File: config.mk
export PLATFORM = sky130hd
export DESIGN_NAME = html_tokenizer_fsm_unit
export DESIGN_NICKNAME = d
export VERILOG_FILES = /design/src/rtl/htok_pkg.sv /design/src/rtl/htok_step.sv /design/src/rtl/htok_out_fifo.sv /design/src/rtl/html_tokenizer_fsm_unit.sv
export SDC_FILE = /design/constraint.sdc
export NUM_CORES = 1
export LEC_CHECK = 0
export BUFFER_PORTS_ARGS = -buffer_cell sky130_fd_sc_hd__buf_2
export CAP_MARGIN = 20
export CORE_MARGIN = 5
export CORE_UTILIZATION = 35
export CTS_CLUSTER_DIAMETER = 50
export DETAILED_ROUTE_END_ITERATION = 12
export HOLD_SLACK_MARGIN = 0.08
export PLACE_DENSITY = 0.57
export SYNTH_ARGS = -nofsm -noshare
export SYNTH_HDL_FRONTEND = slang
export SYNTH_SLANG_ARGS = --single-unit
File: constraint.sdc
create_clock -name clk -period 11.55 [get_ports clk]
set_input_delay 2.8875 -clock clk [delete_from_list [all_inputs] [get_ports clk]]
set_output_delay 2.8875 -clock clk [all_outputs]
set_load 0.005 [all_outputs]
File: src/rtl/htok_pkg.sv
// Shared types, codes and character helpers for the HTML tokenizer.
// No dependencies; every other file imports this package.
`default_nettype none

package htok_pkg;

  // Input item: one byte or an end-of-input mark
  typedef struct packed {
    logic [7:0] in_byte;
    logic       end_of_input;
  } in_item_t;

  // Result item: one token event
  typedef struct packed {
    logic [3:0] token_kind;
    logic [7:0] token_byte;
    logic       last;
  } out_item_t;

  // Token kinds
  localparam logic [3:0] K_CHAR         = 4'd0;
  localparam logic [3:0] K_START_BYTE   = 4'd1;
  localparam logic [3:0] K_END_BYTE     = 4'd2;
  localparam logic [3:0] K_START_DONE   = 4'd3;
  localparam logic [3:0] K_END_DONE     = 4'd4;
  localparam logic [3:0] K_COMMENT_BYTE = 4'd5;
  localparam logic [3:0] K_COMMENT_DONE = 4'd6;
  localparam logic [3:0] K_DOCTYPE_BYTE = 4'd7;
  localparam logic [3:0] K_DOCTYPE_DONE = 4'd8;
  localparam logic [3:0] K_EOF          = 4'd9;
  localparam logic [3:0] K_ERROR        = 4'd10;

  // Tokenizer states
  typedef enum logic [3:0] {
    S_DATA                = 4'd0,
    S_TAG_OPEN            = 4'd1,
    S_END_TAG_OPEN        = 4'd2,
    S_TAG_NAME            = 4'd3,
    S_MARKUP_OPEN         = 4'd4,
    S_MARKUP_DASH         = 4'd5,
    S_MARKUP_DOCTYPE      = 4'd6,
    S_COMMENT             = 4'd7,
    S_COMMENT_END_DASH    = 4'd8,
    S_COMMENT_END         = 4'd9,
    S_DOCTYPE             = 4'd10,
    S_BEFORE_DOCTYPE_NAME = 4'd11,
    S_DOCTYPE_NAME        = 4'd12
  } state_t;

  // Characters
  localparam logic [7:0] CH_LT    = 8'h3C;
  localparam logic [7:0] CH_BANG  = 8'h21;
  localparam logic [7:0] CH_SLASH = 8'h2F;
  localparam logic [7:0] CH_GT    = 8'h3E;
  localparam logic [7:0] CH_DASH  = 8'h2D;
  localparam logic [7:0] CH_TAB   = 8'h09;
  localparam logic [7:0] CH_LF    = 8'h0A;
  localparam logic [7:0] CH_FF    = 8'h0C;
  localparam logic [7:0] CH_SPACE = 8'h20;
  localparam logic [7:0] CH_UP_D  = 8'h44;

  // Length of the DOCTYPE keyword
  localparam logic [2:0] MATCH_LEN = 3'd7;

  function automatic logic is_letter(input logic [7:0] c);
    return (c >= 8'h41 && c <= 8'h5A) || (c >= 8'h61 && c <= 8'h7A);
  endfunction

  function automatic logic is_space(input logic [7:0] c);
    return c == CH_TAB || c == CH_LF || c == CH_FF || c == CH_SPACE;
  endfunction

  function automatic logic [7:0] to_upper(input logic [7:0] c);
    return (c >= 8'h61 && c <= 8'h7A) ? c - 8'h20 : c;
  endfunction

  // Letters of the DOCTYPE keyword, upper case
  function automatic logic [7:0] doctype_char(input logic [2:0] idx);
    logic [7:0] ch;
    case (idx)
      3'd0:    ch = 8'h44;
      3'd1:    ch = 8'h4F;
      3'd2:    ch = 8'h43;
      3'd3:    ch = 8'h54;
      3'd4:    ch = 8'h59;
      3'd5:    ch = 8'h50;
      3'd6:    ch = 8'h45;
      default: ch = 8'h00;
    endcase
    return ch;
  endfunction

  // Results of one tokenizer step
  typedef struct packed {
    logic [1:0] count;
    out_item_t  res0;
    out_item_t  res1;
  } step_out_t;

endpackage

`default_nettype wire

File: src/rtl/htok_step.sv
// Tokenizer state machine: state registers and the one-step transition logic.
// Depends on htok_pkg.
`default_nettype none

module htok_step (
  input  wire logic               clk,
  input  wire logic               rst_n,
  input  wire logic               fire,
  input  wire htok_pkg::in_item_t item,
  output htok_pkg::step_out_t     step
);
  import htok_pkg::*;

  state_t     state_r, state_nxt;
  logic [2:0] match_r, match_nxt;
  logic       end_tag_r, end_tag_nxt;
  logic [1:0] cnt;
  out_item_t  r0, r1;
  logic [7:0] c;

  assign c = item.in_byte;

  // Hold state between items
  always_ff @(posedge clk) begin
    if (!rst_n) begin
      state_r   <= S_DATA;
      match_r   <= 3'd0;
      end_tag_r <= 1'b0;
    end else if (fire) begin
      state_r   <= state_nxt;
      match_r   <= match_nxt;
      end_tag_r <= end_tag_nxt;
    end
  end

  // Next state and results for one item
  always_comb begin
    state_nxt   = state_r;
    match_nxt   = match_r;
    end_tag_nxt = end_tag_r;
    cnt         = 2'd0;
    r0          = '0;
    r1          = '0;
    if (item.end_of_input) begin
      if (state_r != S_DATA) begin
        r0.token_kind = K_ERROR;
        r1.token_kind = K_EOF;
        cnt           = 2'd2;
      end else begin
        r0.token_kind = K_EOF;
        cnt           = 2'd1;
      end
      state_nxt = S_DATA;
      match_nxt = 3'd0;
    end else begin
      unique case (state_r)
        S_DATA: begin
          if (c == CH_LT) begin
            state_nxt = S_TAG_OPEN;
          end else begin
            r0.token_kind = K_CHAR;
            r0.token_byte = c;
            cnt           = 2'd1;
          end
        end
        S_TAG_OPEN: begin
          if (c == CH_BANG) begin
            state_nxt = S_MARKUP_OPEN;
          end else if (c == CH_SLASH) begin
            state_nxt = S_END_TAG_OPEN;
          end else if (is_letter(c)) begin
            end_tag_nxt   = 1'b0;
            r0.token_kind = K_START_BYTE;
            r0.token_byte = c;
            cnt           = 2'd1;
            state_nxt     = S_TAG_NAME;
          end else begin
            r0.token_kind = K_ERROR;
            cnt           = 2'd1;
            state_nxt     = S_DATA;
            match_nxt     = 3'd0;
          end
        end
        S_END_TAG_OPEN: begin
          if (is_letter(c)) begin
            end_tag_nxt   = 1'b1;
            r0.token_kind = K_END_BYTE;
            r0.token_byte = c;
            cnt           = 2'd1;
            state_nxt     = S_TAG_NAME;
          end else begin
            r0.token_kind = K_ERROR;
            cnt           = 2'd1;
            state_nxt     = S_DATA;
            match_nxt     = 3'd0;
          end
        end
        S_TAG_NAME: begin
          cnt = 2'd1;
          if (c == CH_GT) begin
            r0.token_kind = end_tag_r ? K_END_DONE : K_START_DONE;
            state_nxt     = S_DATA;
          end else begin
            r0.token_kind = end_tag_r ? K_END_BYTE : K_START_BYTE;
            r0.token_byte = c;
          end
        end
        S_MARKUP_OPEN: begin
          if (c == CH_DASH) begin
            state_nxt = S_MARKUP_DASH;
          end else if (to_upper(c) == CH_UP_D) begin
            match_nxt = 3'd1;
            state_nxt = S_MARKUP_DOCTYPE;
          end else begin
            r0.token_kind = K_ERROR;
            cnt           = 2'd1;
            state_nxt     = S_DATA;
            match_nxt     = 3'd0;
          end
        end
        S_MARKUP_DASH: begin
          if (c == CH_DASH) begin
            state_nxt = S_COMMENT;
          end else begin
            r0.token_kind = K_ERROR;
            cnt           = 2'd1;
            state_nxt     = S_DATA;
            match_nxt     = 3'd0;
          end
        end
        S_MARKUP_DOCTYPE: begin
          if (match_r < MATCH_LEN && to_upper(c) == doctype_char(match_r)) begin
            if (match_r + 3'd1 == MATCH_LEN) begin
              match_nxt = 3'd0;
              state_nxt = S_DOCTYPE;
            end else begin
              match_nxt = match_r + 3'd1;
            end
          end else begin
            r0.token_kind = K_ERROR;
            cnt           = 2'd1;
            state_nxt     = S_DATA;
            match_nxt     = 3'd0;
          end
        end
        S_COMMENT: begin
          if (c == CH_DASH) begin
            state_nxt = S_COMMENT_END_DASH;
          end else begin
            r0.token_kind = K_COMMENT_BYTE;
            r0.token_byte = c;
            cnt           = 2'd1;
          end
        end
        S_COMMENT_END_DASH: begin
          if (c == CH_DASH) begin
            state_nxt = S_COMMENT_END;
          end else begin
            r0.token_kind = K_ERROR;
            cnt           = 2'd1;
            state_nxt     = S_DATA;
            match_nxt     = 3'd0;
          end
        end
        S_COMMENT_END: begin
          cnt       = 2'd1;
          state_nxt = S_DATA;
          if (c == CH_GT) begin
            r0.token_kind = K_COMMENT_DONE;
          end else begin
            r0.token_kind = K_ERROR;
            match_nxt     = 3'd0;
          end
        end
        S_DOCTYPE: begin
          if (is_space(c)) begin
            state_nxt = S_BEFORE_DOCTYPE_NAME;
          end else begin
            r0.token_kind = K_ERROR;
            cnt           = 2'd1;
            state_nxt     = S_DATA;
            match_nxt     = 3'd0;
          end
        end
        S_BEFORE_DOCTYPE_NAME: begin
          if (!is_space(c)) begin
            r0.token_kind = K_DOCTYPE_BYTE;
            r0.token_byte = c;
            cnt           = 2'd1;
            state_nxt     = S_DOCTYPE_NAME;
          end
        end
        S_DOCTYPE_NAME: begin
          cnt = 2'd1;
          if (c == CH_GT) begin
            r0.token_kind = K_DOCTYPE_DONE;
            state_nxt     = S_DATA;
          end else begin
            r0.token_kind = K_DOCTYPE_BYTE;
            r0.token_byte = c;
          end
        end
        default: begin
          r0.token_kind = K_ERROR;
          cnt           = 2'd1;
          state_nxt     = S_DATA;
          match_nxt     = 3'd0;
        end
      endcase
    end
    // Flag the final result of this item
    r0.last = (cnt == 2'd1);
    r1.last = (cnt == 2'd2);
  end

  // Drop results when no item moves
  assign step.count = fire ? cnt : 2'd0;
  assign step.res0  = r0;
  assign step.res1  = r1;

endmodule

`default_nettype wire

File: src/rtl/htok_out_fifo.sv
// Four-entry result queue: takes up to two results a cycle, hands out one.
// Depends on htok_pkg.
`default_nettype none

module htok_out_fifo (
  input  wire logic                clk,
  input  wire logic                rst_n,
  input  wire htok_pkg::step_out_t push,
  output logic                     room,
  output logic                     out_valid,
  input  wire logic                out_ready,
  output htok_pkg::out_item_t      out_data
);
  import htok_pkg::*;

  localparam logic [2:0] ROOM_MAX = 3'd2;

  out_item_t  mem_r [4];
  logic [1:0] wr_ptr_r, wr_ptr_nxt;
  logic [1:0] rd_ptr_r, rd_ptr_nxt;
  logic [2:0] cnt_r, cnt_nxt;
  logic       pop;

  assign pop       = out_valid && out_ready;
  assign out_valid = (cnt_r != 3'd0);
  assign out_data  = mem_r[rd_ptr_r];
  // Space for two results keeps an end-of-input item from overflowing
  assign room      = (cnt_r <= ROOM_MAX);

  always_comb begin
    wr_ptr_nxt = wr_ptr_r + push.count;
    rd_ptr_nxt = rd_ptr_r + {1'b0, pop};
    cnt_nxt    = cnt_r + {1'b0, push.count} - {2'b00, pop};
  end

  // Advance pointers and count
  always_ff @(posedge clk) begin
    if (!rst_n) begin
      wr_ptr_r <= 2'd0;
      rd_ptr_r <= 2'd0;
      cnt_r    <= 3'd0;
    end else begin
      wr_ptr_r <= wr_ptr_nxt;
      rd_ptr_r <= rd_ptr_nxt;
      cnt_r    <= cnt_nxt;
    end
  end

  // Store incoming results
  always_ff @(posedge clk) begin
    if (push.count != 2'd0) begin
      mem_r[wr_ptr_r] <= push.res0;
    end
    if (push.count == 2'd2) begin
      mem_r[wr_ptr_r + 2'd1] <= push.res1;
    end
  end

endmodule

`default_nettype wire

File: src/rtl/html_tokenizer_fsm_unit.sv
// HTML tokenizer top level: input register, state machine step, result queue.
// Depends on htok_pkg, htok_step and htok_out_fifo.
//
// Takes one byte (or end-of-input mark) per cycle while the result queue has
// room and streams token events. Each item is held in an input register,
// goes through the combinational tokenizer state machine step and is written
// into a four-entry result queue, from which its results are offered. Throughput
// is one item per cycle while the downstream takes one result per cycle; the
// queue only lets an item through when it has room for two results, which is
// the most any item produces (end of input outside data text: error, then
// end-of-file). An item that produces no result still passes through the step.
`default_nettype none

module html_tokenizer_fsm_unit (
  input  wire logic               clk,
  input  wire logic               rst_n,
  input  wire logic               in_valid,
  output logic                    in_ready,
  input  wire htok_pkg::in_item_t in_data,
  output logic                    out_valid,
  input  wire logic               out_ready,
  output htok_pkg::out_item_t     out_data
);
  import htok_pkg::*;

  logic      in_valid_r;
  in_item_t  in_data_r;
  logic      room;
  logic      fire;
  step_out_t step;

  assign fire     = in_valid_r && room;
  assign in_ready = !in_valid_r || fire;

  // Hold the input item until the step logic takes it
  always_ff @(posedge clk) begin
    if (!rst_n) begin
      in_valid_r <= 1'b0;
    end else if (in_ready) begin
      in_valid_r <= in_valid;
    end
  end

  always_ff @(posedge clk) begin
    if (in_ready && in_valid) begin
      in_data_r <= in_data;
    end
  end

  htok_step u_step (
    .clk   (clk),
    .rst_n (rst_n),
    .fire  (fire),
    .item  (in_data_r),
    .step  (step)
  );

  htok_out_fifo u_fifo (
    .clk       (clk),
    .rst_n     (rst_n),
    .push      (step),
    .room      (room),
    .out_valid (out_valid),
    .out_ready (out_ready),
    .out_data  (out_data)
  );

endmodule

`default_nettype wire

Word level (Yosys, flattened, before mapping)
Memory sizes are Yosys's and may differ from the RTL's. A register that Yosys moved wholly into a read port is not among the register bits.
Cells that the tools add are included.
{ "totals": {"ff_bits": 25, "ram_bits": 52, "out_inout_bits": 15, "wordCells": 179, "mem_count": 1} }
{ "classes": {"addsub": 7, "magnitude_cmp": 6, "eq_ne": 49, "mux": 80, "bitwise_logic": 1, "n_reduce_logical": 26} }
{ "mem_list": {"columns": ["name", "words", "word_bits", "rd", "rd_clocked_by_memory_dff", "write_ports", "line_no", "rtl"], "rows": [
  ["u_fifo.mem_r", 4, 13, 1, 1, 2, "htok_out_fifo.sv:18", "out_item_t mem_r [4];"]
]} }
{ "ops": {"columns": ["op", "n"], "rows": [
  ["4-bit 2-to-1 mux", 25],
  ["8-bit 2-to-1 mux", 7],
  ["7-bit case mux with 7 select lines", 1],
  ["8-bit by 6-bit == test with 1-bit output, second input constant", 6],
  ["4-bit case mux with 12 select lines", 1],
  ["8-bit case mux with 6 select lines", 1],
  ["4-bit case mux with 11 select lines", 1],
  ["3-bit 2-to-1 mux", 13],
  ["8-bit by 4-bit == test with 1-bit output, second input constant", 3],
  ["12-bit 2-to-1 mux", 2],
  ["3-bit case mux with 8 select lines", 1],
  ["11-bit 2-to-1 mux", 2],
  ["3-bit inequality test, second input constant", 7],
  ["4-bit == test, second input constant", 5],
  ["2-bit 2-to-1 mux", 9],
  ["4-bit by 3-bit == test with 1-bit output, second input constant", 4],
  ["8-bit by 7-bit >= comparator with 1-bit output, second input constant", 2],
  ["8-bit by 7-bit less-or-equal comparator with 1-bit output, second input constant", 2],
  ["1-bit 2-to-1 mux", 15],
  ["3-bit == test, second input constant", 4],
  ["2-bit case mux with 6 select lines", 1],
  ["4-bit by 2-bit == test with 1-bit output, second input constant", 2],
  ["8-bit by 7-bit == test with 1-bit output, second input constant", 1],
  ["8-bit == test", 1],
  ["other kinds (35)", 53]
]} }

Depth between registers and ports, before layout
{ "logic_depth": {"word_depth": 13, "depth_mapped": 19, "depth_no_buf": 18} }

Hierarchy
Synthesis repeated with hierarchy kept, for this count alone.
{ "unflattened": {"cells_unflattened": 479, "area_unflattened_um2": 5387.7} }
{ "by_module_without_submodules": {"columns": ["module", "n_inst", "cells_per_inst", "area_each_um2", "seq_area_each_um2"], "rows": [
  ["htok_out_fifo", 1, 171, 3116.7, 1701.6],
  ["htok_step", 1, 293, 1935.6, 160.2],
  ["html_tokenizer_fsm_unit", 1, 15, 335.3, 290.3]
]} }

Least setup slack after synthesis
OpenSTA, ideal clock, no wires.
{ "synth_timing": {"path_type": "register to output", "startpoint": "register u_fifo.rd_ptr_r[1] (netlist name)", "endpoint": "output port out_data[10] (netlist bit)", "arrival_ps": 1588, "path_slack_ps": 7075, "stages_incl_launch_ff": 4, "n_path_buf": 2, "cell_sequence": "dfxtp_1 clkbuf_1 clkbuf_1 mux4_2"} }
{ "synth_lines": {"columns": ["item", "line_no", "rtl"], "rows": [
  ["to (decl)", "html_tokenizer_fsm_unit.sv:22", "output htok_pkg::out_item_t out_data"]
]} }

==> results.md <==
- Hold depth: 2
- Leakage power figure: 1.93 nW
- Fillers: 1,353
- Starting Density: 35.6%
- Syn Nets: 551
- Ys flop type: dfxtp_1
- Worst r2r path cells: 18
- Setup violations, final: 0
- Setup Buffers After CTS: 0
- Clock Skew: ~0.006 ns
- Top cell type by total area after synthesis: dfxtp_1
- Setup slack at placement: 6.98 ns
- NumNets Final: 557
- Crit. End Element: output port
- Worst slew margin: between 40% and 50%
- Worst r2r src: in_data_r[6]
- # diodes: 0
- Most frequent cells in the layout: nand2_1, dfxtp_1, nand3_1, o21ai_0, nor2_1
- DRT Wirelength: ~12 mm
- Number of hold buffers added after CTS: 0
- CTS resizes: 0
- Core box area: 0.0132 mm^2
- Final worst setup slack: around 6.7 ns
- Die H: 126 um
- Synth async-reset ratio: 0%
- Yosys top cell area share: a little under a quarter
- Crit path cell chain: mux4_2 > buf_2
- Worst setup path class: flop to output port
- Synth area leaders: dfxtp_1, edfxtp_1, mux4_2, nand2_1, nand3_1
- Final Critical Period: 4.87 ns
- Die Span X: about 130 um
- Max-cap violations: 0
- Tightest Pin Transition: 0.898 ns
- Number of synthesized flops with an enable pin: 21
- Status: finished clean
- Num ports: 28
- Num CTS Buffers: 9
- Hold endpoint: u_fifo.mem_r[1][11]
- RePlAce Congestion: 0.904
- Global-route wire length before repair: 20.7 mm
- Worst Path Required: 8.66 ns
- Clk Latency, worst-skew pair: 0.34 ns
- Syn avg cell area: 8.98 um^2
- Final critical-path share of the clock period: 42.1%
- Die ar.: 0.0158 mm^2
- Hold Startpoint: u_fifo.mem_r[1][11]
- Ys Warns: 0
- Initial drt markers: 364
- Ratio of cells with drive above 1 in the final layout: between 10 and 15%
- Synth-to-Final Area Change: 9.70%
- Pwr per Cell Area: 165 mW/mm^2
- CTS H-tree depth: 3
- Commonest non-fill, non-tap cell in the layout: nand2_1
- Peak VDD IR: 0.102 mV
- Slowest-stage cell, CP: dfxtp_1
- CP Launch Type: flop
- Via Count: around 4,000
- Clock Sinks: 77
- Antenna viol nets, final: 0
- Post-DP HPWL: 8.88 mm
- Final setup TNS: 0 ns
- Worst EP arrival: 1.98 ns
- DR WL/cell: 17.3 um
- Proportion of synthesized chip area in sequential cells: 37.3%
- Cell Area, Synth: 0.00470 mm^2
- Max incr delay on CP: between 0.8 and 0.9 ns
- Drt drc: 0
- All-Layer GR Usage: 16.0%
- Port bufs: 27
- FF+latch count, synth: between 70 and 80
- RR Endpoint: u_fifo.cnt_r[2]
- Number of global-route vias before repair: ~4,100
- Reg clk slew, reported paths: roughly 0.06 ns
- Fmax achieved: around 210 MHz
- TritonCTS clock tree: done
- Synth Instances: 523
- Max FO, Critical Path: 14
- Post-synth cell types: 73
- Clock buffer depth: 2
- Slew Limit Fails: 0
- Pre-Repair DR Iteration Count: 7
- Hold/Removal Path Class: flop to flop
- Drt via density: 5.62
- RSZ-0062 raised after global routing: false
- Clk root buf: clkbuf_16
- Initial antenna violation count: 0
- FP Rows: between 40 and 50
- Final Hold Vio Count: 0
- R2R Setup Slk: 7.06 ns
- Largest net degree at the start of global routing: 28
- Gr ovfl total: 0
==> how the worst max path moves through the flow <==
stage,slack [ns],startpoint,end,cells after the start
after global placement,7.02,out_ready,u_fifo.cnt_r[2],9
after floorplan,7.07,u_fifo.rd_ptr_r[1],out_data[10],3
after detailed placement,6.98,out_ready,u_fifo.cnt_r[2],9
after CTS,6.62,u_fifo.rd_ptr_r[1],out_data[5],2
after global routing,6.52,u_fifo.rd_ptr_r[1],out_data[1],2
final,6.68,u_fifo.rd_ptr_r[1],out_data[5],2
==> through the flow <==
stage	cells	hold WS (ns)	util, %	area (um^2)	total power [mW]
floorplan	523	0.425	-	4700	0.523
global placement	693	0.438	36.9	4870	0.582
detailed placement	693	0.445	36.9	4870	0.591
CTS	709	0.453	39.0	5140	0.861
global route	710	0.469	39.1	5150	0.904
finish	710	0.453	39.1	5150	0.848
==> cell usage after synthesis (3+ instances only) <==
library cell	n
nand2b_1	15
ha_1	14
buf_4	4
clkbuf_1	16
nand3_1	44
and3_1	5
edfxtp_1	21
o31ai_1	4
o22ai_1	3
a31oi_1	9
mux4_2	13
nand4_1	3
or3_1	3
a32oi_1	3
a21o_1	8
nand3b_1	6
o211ai_1	3
xor2_1	6
nor2_1	33
a21oi_1	21
a21boi_0	4
dfxtp_1	56
nand2_1	63
o311ai_0	3
xnor2_1	7
a32o_1	5
or2_2	3
buf_2	8
inv_1	15
nor3_1	8
o21ai_1	6
and2_1	11
o21ai_0	39
nor2b_1	8
==> layout make-up <==
type	instances	area, um^2	share of cell area (%)
flip-flops and latches	77	1750	34.0
clock buffers	11	243	4.71
clock inverters	5	33.8	0.656
multi-input cells	397	2700	52.4
well taps	176	220	4.27
inverters	16	60.1	1.17
repair buffers	28	143	2.77
==> power by group <==
group          total (mW)  internal (mW)  switching, mW
Clock               0.265          0.152          0.113
Sequential          0.382          0.330         0.0515
Combinational       0.202          0.110         0.0915
Total               0.848          0.593          0.256
==> metal layers <==
layer | routed length (um) | track usage (%) | vias to the layer above
met1 | 5510 | 20.5 | 1913
li1 | - | - | 1928
met4 | 245 | 5.62 | 0
met2 | 5920 | 26.6 | 123
met3 | 631 | 3.77 | 23
met5 | 0 | 0 | -
==> sequential cells by signal (all words and copies together) (netlist names) <==
name	flops
in_valid_r	1
u_fifo.rd_ptr_r	2
u_fifo.wr_ptr_r	2
u_step.end_tag_r	1
u_fifo.cnt_r	3
u_fifo.mem_r	52
in_data_r	9
u_step.match_r	3
u_step.state_r	4
==> kinds of logic after synthesis <==
kind of cell,count (synthesis),synth area share (%)
fa+ha+maj,15,4.16
mux,17,7.14
simple gates,218,23.8
flops,77,37.3
buf+inv,49,5.20
xor+xnor,13,2.42
compound gates,134,19.9
==> worst max-delay path, delay by kind of cell, from the launching register on <==
kind                   cells  cell delay, ns
DFF                        1            0.89
muxes                      1            0.60
buffers and inverters      1            0.14
Note: power is estimated with default switching activity, not from simulation.
